[src/sv/mtcc_pkg.sv]
// Package with the shared types, constants and tables of the millisecond calendar clock.
`timescale 1ns / 1ps

package mtcc_pkg;

    // Field limits of the calendar cascade.
    localparam logic [9:0] MS_MAX     = 10'd999;
    localparam logic [5:0] SEC_MAX    = 6'd59;
    localparam logic [5:0] MIN_MAX    = 6'd59;
    localparam logic [4:0] HOUR_MAX   = 5'd23;
    localparam logic [3:0] MONTH_MAX  = 4'd12;
    localparam logic [3:0] MONTH_FEB  = 4'd2;
    localparam logic [4:0] DAY_FEB    = 5'd28;
    localparam logic [6:0] YEAR_MAX   = 7'd99;
    localparam logic [2:0] WDAY_MAX   = 3'd7;

    // Reset values of the calendar.
    localparam logic [4:0] DAY_FIRST   = 5'd1;
    localparam logic [3:0] MONTH_FIRST = 4'd1;
    localparam logic [2:0] WDAY_FIRST  = 3'd1;

    // Prescaler width and default period of the 100 ms pulse.
    localparam int PRESC_W            = 7;
    localparam int PULSE_DIVIDE_DEF   = 100;

    // Operation carried by an input beat.
    typedef enum logic [0:0] {
        ACT_TICK = 1'b0,
        ACT_LOAD = 1'b1
    } t_action;

    // Input beat.
    typedef struct packed {
        t_action     action;
        logic [9:0]  load_millisecond;
        logic [5:0]  load_second;
        logic [5:0]  load_minute;
        logic [4:0]  load_hour;
        logic [4:0]  load_day;
        logic [3:0]  load_month;
        logic [6:0]  load_year;
        logic [2:0]  load_weekday;
    } t_in;

    // Result beat.
    typedef struct packed {
        logic [9:0]  millisecond;
        logic [5:0]  second;
        logic [5:0]  minute;
        logic [4:0]  hour;
        logic [4:0]  day;
        logic [3:0]  month;
        logic [6:0]  year;
        logic [2:0]  weekday;
        logic        pulse_100ms;
        logic [31:0] tick_count;
    } t_out;

    // Architectural state of the clock.
    typedef struct packed {
        logic [9:0]         ms;
        logic [5:0]         sec;
        logic [5:0]         min;
        logic [4:0]         hour;
        logic [4:0]         day;
        logic [3:0]         month;
        logic [6:0]         year;
        logic [2:0]         wday;
        logic [PRESC_W-1:0] presc;
        logic [31:0]        ticks;
    } t_state;

    // Days in each month; a month of zero reads as January.
    function automatic logic [4:0] month_len(input logic [3:0] month);
        logic [4:0] len;
        case (month)
            4'd2:    len = 5'd28;
            4'd4:    len = 5'd30;
            4'd6:    len = 5'd30;
            4'd9:    len = 5'd30;
            4'd11:   len = 5'd30;
            default: len = 5'd31;
        endcase
        return len;
    endfunction

endpackage

[src/sv/mtcc_step.sv]
// Single-pass next-state logic of the calendar clock for one input beat.
`timescale 1ns / 1ps

module mtcc_step #(
    parameter int PULSE_DIVIDE = mtcc_pkg::PULSE_DIVIDE_DEF
) (
    input  mtcc_pkg::t_state i_cur,
    input  mtcc_pkg::t_in    i_beat,
    output mtcc_pkg::t_state o_next,
    output logic             o_pulse
);

    logic [mtcc_pkg::PRESC_W-1:0] presc_inc;
    logic [3:0]                   month_fix;
    logic [4:0]                   day_limit;
    logic [4:0]                   day_nxt;
    logic [3:0]                   month_nxt;
    logic [6:0]                   year_nxt;
    logic [2:0]                   wday_nxt;

    // Day change: weekday, month correction, month-length rollover and year.
    always_comb begin
        wday_nxt = (i_cur.wday == mtcc_pkg::WDAY_MAX) ? mtcc_pkg::WDAY_FIRST
                                                      : i_cur.wday + 3'd1;
        if (i_cur.month > mtcc_pkg::MONTH_MAX || i_cur.month == 4'd0) begin
            month_fix = mtcc_pkg::MONTH_FIRST;
        end else begin
            month_fix = i_cur.month;
        end
        day_limit = mtcc_pkg::month_len(month_fix);
        // February of a year divisible by four gets a 29th day.
        if (month_fix == mtcc_pkg::MONTH_FEB && i_cur.day == mtcc_pkg::DAY_FEB &&
            i_cur.year[1:0] == 2'b00) begin
            day_limit = day_limit + 5'd1;
        end
        day_nxt   = i_cur.day;
        month_nxt = month_fix;
        year_nxt  = i_cur.year;
        if (i_cur.day < day_limit) begin
            day_nxt = i_cur.day + 5'd1;
        end else begin
            day_nxt = mtcc_pkg::DAY_FIRST;
            if (month_fix < mtcc_pkg::MONTH_MAX) begin
                month_nxt = month_fix + 4'd1;
            end else begin
                month_nxt = mtcc_pkg::MONTH_FIRST;
                year_nxt  = (i_cur.year >= mtcc_pkg::YEAR_MAX) ? 7'd0 : i_cur.year + 7'd1;
            end
        end
    end

    // Load or tick: the tick runs the prescaler, the tick count and the cascade.
    always_comb begin
        o_next    = i_cur;
        o_pulse   = 1'b0;
        presc_inc = i_cur.presc + mtcc_pkg::PRESC_W'(1);
        if (i_beat.action == mtcc_pkg::ACT_LOAD) begin
            o_next.ms    = i_beat.load_millisecond;
            o_next.sec   = i_beat.load_second;
            o_next.min   = i_beat.load_minute;
            o_next.hour  = i_beat.load_hour;
            o_next.day   = i_beat.load_day;
            o_next.month = i_beat.load_month;
            o_next.year  = i_beat.load_year;
            o_next.wday  = i_beat.load_weekday;
        end else begin
            o_next.ticks = i_cur.ticks + 32'd1;
            if (presc_inc >= mtcc_pkg::PRESC_W'(PULSE_DIVIDE)) begin
                o_next.presc = '0;
                o_pulse      = 1'b1;
            end else begin
                o_next.presc = presc_inc;
            end
            if (i_cur.ms < mtcc_pkg::MS_MAX) begin
                o_next.ms = i_cur.ms + 10'd1;
            end else begin
                o_next.ms = '0;
                if (i_cur.sec < mtcc_pkg::SEC_MAX) begin
                    o_next.sec = i_cur.sec + 6'd1;
                end else begin
                    o_next.sec = '0;
                    if (i_cur.min < mtcc_pkg::MIN_MAX) begin
                        o_next.min = i_cur.min + 6'd1;
                    end else begin
                        o_next.min = '0;
                        if (i_cur.hour < mtcc_pkg::HOUR_MAX) begin
                            o_next.hour = i_cur.hour + 5'd1;
                        end else begin
                            o_next.hour  = '0;
                            o_next.day   = day_nxt;
                            o_next.month = month_nxt;
                            o_next.year  = year_nxt;
                            o_next.wday  = wday_nxt;
                        end
                    end
                end
            end
        end
    end

endmodule

[src/sv/ms_tick_calendar_clock_top.sv]
// Top level of the millisecond calendar clock: state, result register and skid stage.
`timescale 1ns / 1ps
// The result of an accepted beat is registered in the result register, or in the skid register while that one is full.
// Throughput: one beat per cycle while the skid register is empty; the calendar update is one pass of next-state logic.
// A result register plus a skid register take one extra beat while the output stalls.
// Reset (synchronous, active low): 00:00:00.000, day 1, month 1, year 0, weekday 1,
// prescaler and tick count zero, no result pending.

module ms_tick_calendar_clock_top #(
    parameter int PULSE_DIVIDE = mtcc_pkg::PULSE_DIVIDE_DEF
) (
    input  logic           i_clk,
    input  logic           i_rst_n,
    input  logic           i_valid,
    input  mtcc_pkg::t_in  i_data,
    output logic           o_stall,
    output logic           o_valid,
    output mtcc_pkg::t_out o_data,
    input  logic           i_stall
);

    mtcc_pkg::t_state r_state;
    mtcc_pkg::t_state n_state;
    mtcc_pkg::t_out   r_out;
    mtcc_pkg::t_out   n_out;
    mtcc_pkg::t_out   r_skid;
    mtcc_pkg::t_out   n_skid;
    logic             r_out_valid;
    logic             n_out_valid;
    logic             r_skid_valid;
    logic             n_skid_valid;
    mtcc_pkg::t_state step_next;
    mtcc_pkg::t_out   step_res;
    logic             step_pulse;
    logic             in_acc;
    logic             out_acc;

    // Handshake: the skid register being full holds off the upstream side.
    assign o_stall = r_skid_valid;
    assign o_valid = r_out_valid;
    assign o_data  = r_out;
    assign in_acc  = i_valid && !r_skid_valid;
    assign out_acc = r_out_valid && !i_stall;

    // Calendar update for the beat on the input.
    mtcc_step #(
        .PULSE_DIVIDE(PULSE_DIVIDE)
    ) u_step (
        .i_cur  (r_state),
        .i_beat (i_data),
        .o_next (step_next),
        .o_pulse(step_pulse)
    );

    // Result beat built from the updated state.
    always_comb begin
        step_res.millisecond = step_next.ms;
        step_res.second      = step_next.sec;
        step_res.minute      = step_next.min;
        step_res.hour        = step_next.hour;
        step_res.day         = step_next.day;
        step_res.month       = step_next.month;
        step_res.year        = step_next.year;
        step_res.weekday     = step_next.wday;
        step_res.pulse_100ms = step_pulse;
        step_res.tick_count  = step_next.ticks;
    end

    // State advances only on an accepted beat.
    always_comb begin
        n_state = in_acc ? step_next : r_state;
    end

    // Output register and skid register steering.
    always_comb begin
        n_out        = r_out;
        n_skid       = r_skid;
        n_out_valid  = r_out_valid;
        n_skid_valid = r_skid_valid;
        if (out_acc) begin
            if (r_skid_valid) begin
                n_out        = r_skid;
                n_skid_valid = 1'b0;
            end else if (in_acc) begin
                n_out = step_res;
            end else begin
                n_out_valid = 1'b0;
            end
        end else if (in_acc) begin
            if (!r_out_valid) begin
                n_out       = step_res;
                n_out_valid = 1'b1;
            end else begin
                n_skid       = step_res;
                n_skid_valid = 1'b1;
            end
        end
    end

    // Control and architectural state with reset.
    always_ff @(posedge i_clk) begin
        if (!i_rst_n) begin
            r_state.ms    <= '0;
            r_state.sec   <= '0;
            r_state.min   <= '0;
            r_state.hour  <= '0;
            r_state.day   <= mtcc_pkg::DAY_FIRST;
            r_state.month <= mtcc_pkg::MONTH_FIRST;
            r_state.year  <= '0;
            r_state.wday  <= mtcc_pkg::WDAY_FIRST;
            r_state.presc <= '0;
            r_state.ticks <= '0;
            r_out_valid   <= 1'b0;
            r_skid_valid  <= 1'b0;
        end else begin
            r_state      <= n_state;
            r_out_valid  <= n_out_valid;
            r_skid_valid <= n_skid_valid;
        end
    end

    // Payload registers need no reset.
    always_ff @(posedge i_clk) begin
        r_out  <= n_out;
        r_skid <= n_skid;
    end

`ifndef SYNTH
    // The skid register only fills behind a waiting result.
    a_skid_behind_out: assert property (@(posedge i_clk) disable iff (!i_rst_n)
        r_skid_valid |-> r_out_valid)
        else $error("skid beat held without a result beat");

    // Reset empties both output stages.
    a_reset_empty: assert property (@(posedge i_clk)
        !i_rst_n |=> (!r_out_valid && !r_skid_valid))
        else $error("output stages not empty after reset");

    // Every accepted tick advances the tick count by exactly one.
    a_tick_count: assert property (@(posedge i_clk) disable iff (!i_rst_n)
        (in_acc && i_data.action == mtcc_pkg::ACT_TICK) |=>
            (r_state.ticks == $past(r_state.ticks) + 32'd1))
        else $error("tick count did not advance on a tick beat");

    // A load beat leaves the tick count and the prescaler alone.
    a_load_keeps_count: assert property (@(posedge i_clk) disable iff (!i_rst_n)
        (in_acc && i_data.action == mtcc_pkg::ACT_LOAD) |=>
            ($stable(r_state.ticks) && $stable(r_state.presc)))
        else $error("load beat disturbed the tick count or prescaler");
`endif

endmodule

[config.mk]
export PLATFORM = sky130hd
export DESIGN_NAME = ms_tick_calendar_clock_top
export DESIGN_NICKNAME = d
export VERILOG_FILES = /design/src/sv/mtcc_pkg.sv /design/src/sv/mtcc_step.sv /design/src/sv/ms_tick_calendar_clock_top.sv
export SDC_FILE = /design/constraint.sdc
export NUM_CORES = 1
export LEC_CHECK = 0
export BUFFER_PORTS_ARGS = -buffer_cell sky130_fd_sc_hd__buf_4
export CAP_MARGIN = 20
export CELL_PAD_IN_SITES_DETAIL_PLACEMENT = 2
export CELL_PAD_IN_SITES_GLOBAL_PLACEMENT = 2
export CORE_MARGIN = 8
export CORE_UTILIZATION = 39
export CTS_BUF_LIST = sky130_fd_sc_hd__clkbuf_2
export DETAILED_ROUTE_END_ITERATION = 10
export PLACE_DENSITY_LB_ADDON = 0.3
export RECOVER_POWER = 25
export REMOVE_ABC_BUFFERS = 1
export SLEW_MARGIN = 10
export SYNTH_ARGS = -nofsm -noshare
export SYNTH_HDL_FRONTEND = slang
export SYNTH_HIERARCHICAL = 1
export SYNTH_SLANG_ARGS = --single-unit
[constraint.sdc]
create_clock -name i_clk -period 23.8 [get_ports i_clk]
set_input_delay 4.76 -clock i_clk [delete_from_list [all_inputs] [get_ports i_clk]]
set_output_delay 4.76 -clock i_clk [all_outputs]
set_load 0.01 [all_outputs]
==> key figures, run 1 <==
Status
  • Status: finished with violations
  • Failing checks: max-capacitance violations, max-slew violations

Synth
  • Distinct cells, synth: 72
  • Synth Flop Type: edfxtp_1
  • Leading area contributor after synthesis: edfxtp_1
  • Top-count cell post-synth: nand2_1
  • Sequential fraction of the synthesis area: 0.561
  • Top cells by area, synth: edfxtp_1 41%, dfxtp_1 15%, nand2_1 7.9%
  • Yosys warns: 6
  • Average cell area after synthesis: ~11 µm²
  • Post-synth top cells: 242 x nand2_1, 158 x edfxtp_1, 87 x dfxtp_1, 71 x mux2_2, 65 x a21boi_0
  • Synthesized area: between 10,000 and 15,000 µm²
  • Cells after synthesis: 1,046
  • Fraction of registers with async set/reset: 0
  • Share of Yosys cell area claimed by the top area cell type: 0.410
  • EDFF count, synth: approximately 160
  • Flops & latches, synth: 245

Clocking
  • CTS H-tree depth: 3
  • CTS tree: yes
  • PostCTS Resize Cnt: 0
  • CTS Hold Bufs: 0
  • Clock Path Buffers: 3
  • Clock slew at reported path FFs: 0.10 ns
  • Root buffer cell: clkbuf_2
  • Setup Buffers After CTS: 0
  • Num Clock Sinks: ~250
  • TritonCTS buffer count: between 60 and 70
  • Clk Latency, worst-skew pair: around 0.85 ns

Worst setup path
  • Worst-path maximum fanout: slightly below 90
  • Worst setup SP type: primary input
  • Worst Path Arrival: between 10 and 15 ns
  • CP Class: primary input to flip-flop
  • CP Capture Type: flip-flop
  • Critical Path RT: about 24 ns

Timing
  • Endpoints failing setup: 0
  • Worst slew pin tran: 4.59 ns
  • Crit path time final: ~12 ns
  • Max Fclk: around 81 MHz
  • Final hold slack: 0.479 ns
  • Slew margin rel.: -2.06
  • RSZ-0062 raised after global routing: false
  • Setup Skew: roughly 0.10 ns
  • Hold Fails Final Rpt: 0
  • Setup ws final: between 10 and 15 ns
  • Period utilization: 0.519
  • Max-slew violations: between 400 and 500
  • Final setup TNS: 0 ns

Floorplanning
  • Die Ht: roughly 190 µm
  • Row cnt: 63
  • Die width: roughly 190 µm
  • Total core area: about 29,000 µm²
  • Num ports: 132
  • Die area: ~35,000 µm²
  • Initial Util: 0.393

Route
  • Highest routed layer: met4
  • Via density: between 5 and 6
  • Met2 Routed Length: ~16,000 µm
  • 1st-iter DRT viols: around 400
  • Drt first pass iters: 5
  • Vias: a little under 9,000
  • Residual DRC count: 0
  • Met3 WL: 1400 µm
  • Drt wl/cell: between 15 and 20 µm
  • Antenna viol nets, final: 0
  • Wl on met1: 14,100 µm
  • Routed WL: 32,300 µm

Global routing
  • GRT Overall Usage: 0.182
  • Number of global-route vias before repair: just under 10,000
  • Initial antenna violation count: 1
  • First-pass GRT wire length: 52,500 µm
  • Grt ovf: 0
  • Largest net degree at the start of global routing: 88

Placed design
  • Routability congestion estimate from global placement: around 0.74
  • Placed insts: 1,519
  • Pre-CTS setup slack: between 15 and 20 ns
  • IO buf count: ~130
  • Post-DP HPWL: roughly 20,000 µm
  • Post-DP Area: ~13,000 µm²

Layout
  • Share of cells above drive strength 1: 0.268
  • Post-layout net count: 1,264
  • Cell area after layout: roughly 13,000 µm²
  • Final core utilization: 0.457
  • Non-Filler Instances: 1,643
  • Syn-to-layout area delta: 16.3%

Power
  • Max IR drop VDD: between 0.03 and 0.04 mV
  • Static leakage: ~5.1 nW
  • Power per cell area: 68.0 nW/µm²
  • Final Total Pwr: 915 µW

Hold path
  • Min-delay worst type: flip-flop to flip-flop

Run
  • Max Cap Violations: 6
registers in the layout, indices dropped and copies added, names as in the netlist:
signal	cells
o_data	79
o_stall	1
o_valid	1
r_skid	79
r_state	85
worst max-delay path, cell delays in order:
cell and delay [ns]:
clkbuf_1 0.11, nor2b_2 0.14, clkbuf_1 3.19, clkinv_1 0.37
clkbuf_1 1.70, ha_1 0.95, a211oi_4 0.23, buf_4 0.49
buf_4 0.62
kinds of logic (layout without fill, tap and decap cells):
group | after synthesis | after routing | share of synthesized area
simple gates | 387 | 387 | 0.156
flops | 245 | 245 | 0.561
compound gates | 202 | 202 | 0.121
mux | 88 | 88 | 0.0882
buf+inv | 68 | 274 | 0.0275
xor+xnor | 42 | 42 | 0.0318
fa+ha+maj | 14 | 14 | 0.0151
other cells | 0 | 1 | 0
area by class of cell:
cell class	instances	area, µm²
Multi-Input combinational cell	733	4750
Timing Repair Buffer	138	1010
Antenna cell	1	2.50
Inverter	13	48.8
Fill cell	3134	16000
Sequential cell	245	6490
Tap cell	390	488
Clock buffer	103	515
Clock inverter	20	140
layer usage:
metal / vias to the layer above / track usage
met5: - / 0
met4: 0 / 0.0685
met3: 57 / 0.0407
met1: 4358 / 0.221
li1: 4099 / -
met2: 178 / 0.311
report_power, final:
| group | internal, mW | leakage [nW] | switching, mW | total [mW] |
|---|---|---|---|---|
| sequential | 0.479 | 2.16 | 0.0151 | 0.494 |
| clock | 0.138 | 0.501 | 0.185 | 0.323 |
| combinational | 0.0416 | 2.44 | 0.0566 | 0.0982 |
final timing paths:
kind	startpoint	cells past startpoint	to	slack [ns]
max	i_valid	9	o_data[6]	11.44
max reg2reg	o_stall	8	o_data[6]	15.15
min	r_skid[47]	1	o_data[47]	0.48
min reg2reg	r_skid[47]	1	o_data[47]	0.48
placed cells by master, fill, tap and decap left out, types with 6 or more instances in the layout:
cell,count
buf_4,132
a21boi_0,66
and3_1,17
mux2_1,10
o21ai_0,42
nor3_1,8
xnor2_1,25
mux2i_1,7
a31oi_1,6
clkbuf_1,6
clkbuf_2,103
a22o_1,6
clkinv_1,11
nor2b_1,9
a21boi_1,16
mux2_2,67
dfxtp_1,87
xor2_1,17
o31ai_1,10
inv_1,11
nand2_1,242
nor2_1,30
ha_1,14
edfxtp_1,158
nand3_1,27
a21oi_1,23
No activity file was read; power rests on OpenSTA's default activity.
==> run 2: changes to the inputs <==
--- a/config.mk
+++ b/config.mk
@@ -5,12 +5,13 @@
 export SDC_FILE = /design/constraint.sdc
 export NUM_CORES = 1
 export LEC_CHECK = 0
+export ABC_AREA = 1
 export BUFFER_PORTS_ARGS = -buffer_cell sky130_fd_sc_hd__buf_4
 export CAP_MARGIN = 20
 export CELL_PAD_IN_SITES_DETAIL_PLACEMENT = 2
 export CELL_PAD_IN_SITES_GLOBAL_PLACEMENT = 2
 export CORE_MARGIN = 8
-export CORE_UTILIZATION = 39
+export CORE_UTILIZATION = 36
 export CTS_BUF_LIST = sky130_fd_sc_hd__clkbuf_2
 export DETAILED_ROUTE_END_ITERATION = 10
 export PLACE_DENSITY_LB_ADDON = 0.3
==> constraint.sdc (replaced) <==
create_clock -name i_clk -period 12.8 [get_ports i_clk]
set_input_delay 2.56 -clock i_clk [delete_from_list [all_inputs] [get_ports i_clk]]
set_output_delay 2.56 -clock i_clk [all_outputs]
set_load 0.01 [all_outputs]
==> run 2 against run 1 <==
- the flow still finishes with violations (max-capacitance violations, max-slew violations)
- hold slack better by 0.014 ns
- register-to-register slack worse by 6.5 ns
- via count is 30% higher
- total power increased by 110%
- die area grew 15%
- critical path depth down 4
- synthesized cell count is 48% higher
- critical path type unchanged
- largest cell class unchanged
- highest routed layer unchanged
==> key figures, run 2 <==
Layout
  • Max reg flops: 85
  • Syn-to-layout area delta: 15.6%
  • # fillers: ~4,000
  • Leading cell type in the layout, fill and taps excluded: nand2_1
  • Post-layout net count: 1,751
  • Largest register by flop count: r_state
  • Multi-input gate area: 5000 µm²
  • Share of cells above drive strength 1: 0.166
  • Reg area: around 6500 µm²
  • Commonest cells after routing, fill and taps aside: 421 x nand2_1, 226 x nand3_1, 223 x nor2_1

Floorplanning
  • Num ports: 132
  • Initial Util: 0.362
  • Die width: roughly 200 µm
  • Total core area: ~34,000 µm²
  • Row cnt: just under 70
  • Die Ht: 202 µm
  • Die area: roughly 41,000 µm²

Power
  • Clock network power share: 0.328
  • Power per cell area: 132 nW/µm²
  • Sequential power share: 0.509
  • Max IR drop VDD: around 0.054 mV
  • NetSw: slightly above 600 µW
  • Comb power frac: 0.163
  • Internal power: around 1.3 mW
  • Sw frac: 0.322
  • Static leakage: approximately 6.4 nW

Global routing
  • Grt met3 use: 0.0384
  • Met1 usage: 0.258
  • Largest net degree at the start of global routing: 86
  • Initial antenna violation count: 2
  • Top Usage Layer GRT: met2
  • Met2 global-route usage: 0.356
  • First-pass GRT wire length: about 68,000 µm
  • Number of global-route vias before repair: approximately 12,000
  • Grt ovf: 0
  • GRT Overall Usage: 0.206

Route
  • Drt first pass iters: 4
  • 1st-iter DRT viols: 463
  • Via density: around 5.1
  • Antenna viol nets, final: 0
  • Routed WL: about 43,000 µm
  • Residual DRC count: 0
  • Vias: roughly 11,000
  • Drt wl/cell: ~20 µm

Clocking
  • Clock slew at reported path FFs: 0.10 ns
  • CTS Hold Bufs: 0
  • Clock Path Buffers: 3
  • Setup Buffers After CTS: 0
  • TritonCTS buffer count: 69
  • CTS tree: yes
  • PostCTS Resize Cnt: 0
  • CTS H-tree depth: 3
  • Clk Latency, worst-skew pair: about 0.90 ns
  • Root buffer cell: clkbuf_2
  • Num Clock Sinks: between 200 and 250

Status
  • Status: finished with violations
  • Failing checks: max-capacitance violations, max-slew violations

Placed design
  • Routability congestion estimate from global placement: 0.771
  • Post-DP HPWL: around 27,000 µm
  • Pre-CTS setup slack: slightly above 7 ns
  • IO buf count: approximately 130

Timing
  • Setup Skew: approximately 0.080 ns
  • Crit path time final: 6.45 ns
  • Period utilization: 0.504
  • Setup ws final: approximately 6.4 ns
  • Hold Fails Final Rpt: 0
  • Max-slew violations: approximately 180
  • Slew margin rel.: -0.612
  • Max Fclk: around 160 MHz
  • Endpoints failing setup: 0
  • Final hold slack: 0.493 ns
  • Final setup TNS: 0 ns
  • Worst slew pin tran: about 2.4 ns
  • RSZ-0062 raised after global routing: false

Synth
  • EDFF count, synth: ~160
  • Fraction of registers with async set/reset: 0
  • Flops & latches, synth: ~250
  • Top cells by area, synth: edfxtp_1 38%, dfxtp_1 14%, nand2_1 13%
  • Cells after synthesis: about 1,500
  • Top-count cell post-synth: nand2_1
  • Distinct cells, synth: 46
  • Post-synth top cells: 421 x nand2_1, 225 x nand3_1, 223 x nor2_1, 158 x edfxtp_1, 139 x inv_1
  • Leading area contributor after synthesis: edfxtp_1
  • Synthesized area: between 10,000 and 15,000 µm²
  • Synth Flop Type: edfxtp_1
  • Sequential fraction of the synthesis area: 0.522
  • Average cell area after synthesis: approximately 8 µm²
  • Share of Yosys cell area claimed by the top area cell type: 0.382
  • Yosys warns: 6

Worst setup path
  • Sum of buffers and inverters on the critical path: 2
  • Slowest library cell on the worst path: clkbuf_1
  • Most used cell, CP: clkbuf_1
  • Crit path max-delay family: buffers and inverters
  • CP Capture Type: flip-flop
  • Critical Path RT: between 10 and 15 ns
  • Worst-path cell chain: clkbuf_1 > nand2_1 > ha_1 > nor2_1 > clkbuf_1
  • CP Class: primary input to flip-flop
  • Worst-path maximum fanout: 34
  • Worst Path Arrival: between 6 and 7 ns
  • Largest stage delay on the critical path: between 1 and 1.5 ns
  • Worst setup SP type: primary input

Hold path
  • Min-delay worst type: flip-flop to flip-flop

Run
  • Max Cap Violations: 5
## run 2: per-stage QoR
step / power [mW] / utilization / cell area (µm²) / std cells
after global routing: 2.00 / 0.419 / 14400 / 2196
final: 1.89 / 0.419 / 14400 / 2196
after detailed placement: 1.29 / 0.402 / 13800 / 2068
after global placement: 1.27 / 0.402 / 13800 / 2068
after CTS: 1.92 / 0.421 / 14400 / 2192
after floorplan: 1.14 / - / 12100 / 1472
## run 2: cells by family after synthesis
kind of cell / share of synthesized area
and+or+nand+nor: 0.327
xor gates and xnor gates: 0.0233
AOI/OAI and AO/OA: 0.0404
buffers and inverters: 0.0729
adders and majority gates: 0.0141
DFF: 0.522
## run 2: final timing paths
check / start / to / slack, ns / depth (start not counted)
setup / recovery: i_valid / o_data[51] / 6.35 / 5
hold / removal: r_skid[69] / o_data[69] / 0.49 / 2
setup reg to reg: o_stall / r_state[46] / 8.65 / 5
hold reg to reg: r_skid[69] / o_data[69] / 0.49 / 2
## run 2: metal layers
layer,vias up,part of all wire
met1,5648,0.45
met2,188,0.49
met5,-,0
met3,76,0.035
li1,5375,-
met4,0,0.021
## run 2: area by class of cell
type	count	share of cell area
well taps	455	0.0396
diodes	2	0.000348
flip-flops and latches	245	0.452
repair buffers	143	0.0743
clock inverters	16	0.00793
multi-input cells	1073	0.348
clock buffers	108	0.0376
inverters	154	0.0403
## run 2: worst reg2reg max path: stages, from the launching register on
cell      delay, ns
dfxtp_4        0.53
buf_4          0.46
nor2_1         1.82
clkbuf_1       1.01
nor2_1         0.14
nor2_1         0.15
## run 2: power groups by stage
stage	Sequential (mW)	Clock [mW]	Combinational (mW)
after global routing	0.972	0.686	0.345
after CTS	0.964	0.645	0.314
after global placement	0.978	0	0.294
after floorplan	0.983	0	0.160
after detailed placement	0.981	0	0.310
final	0.963	0.620	0.308
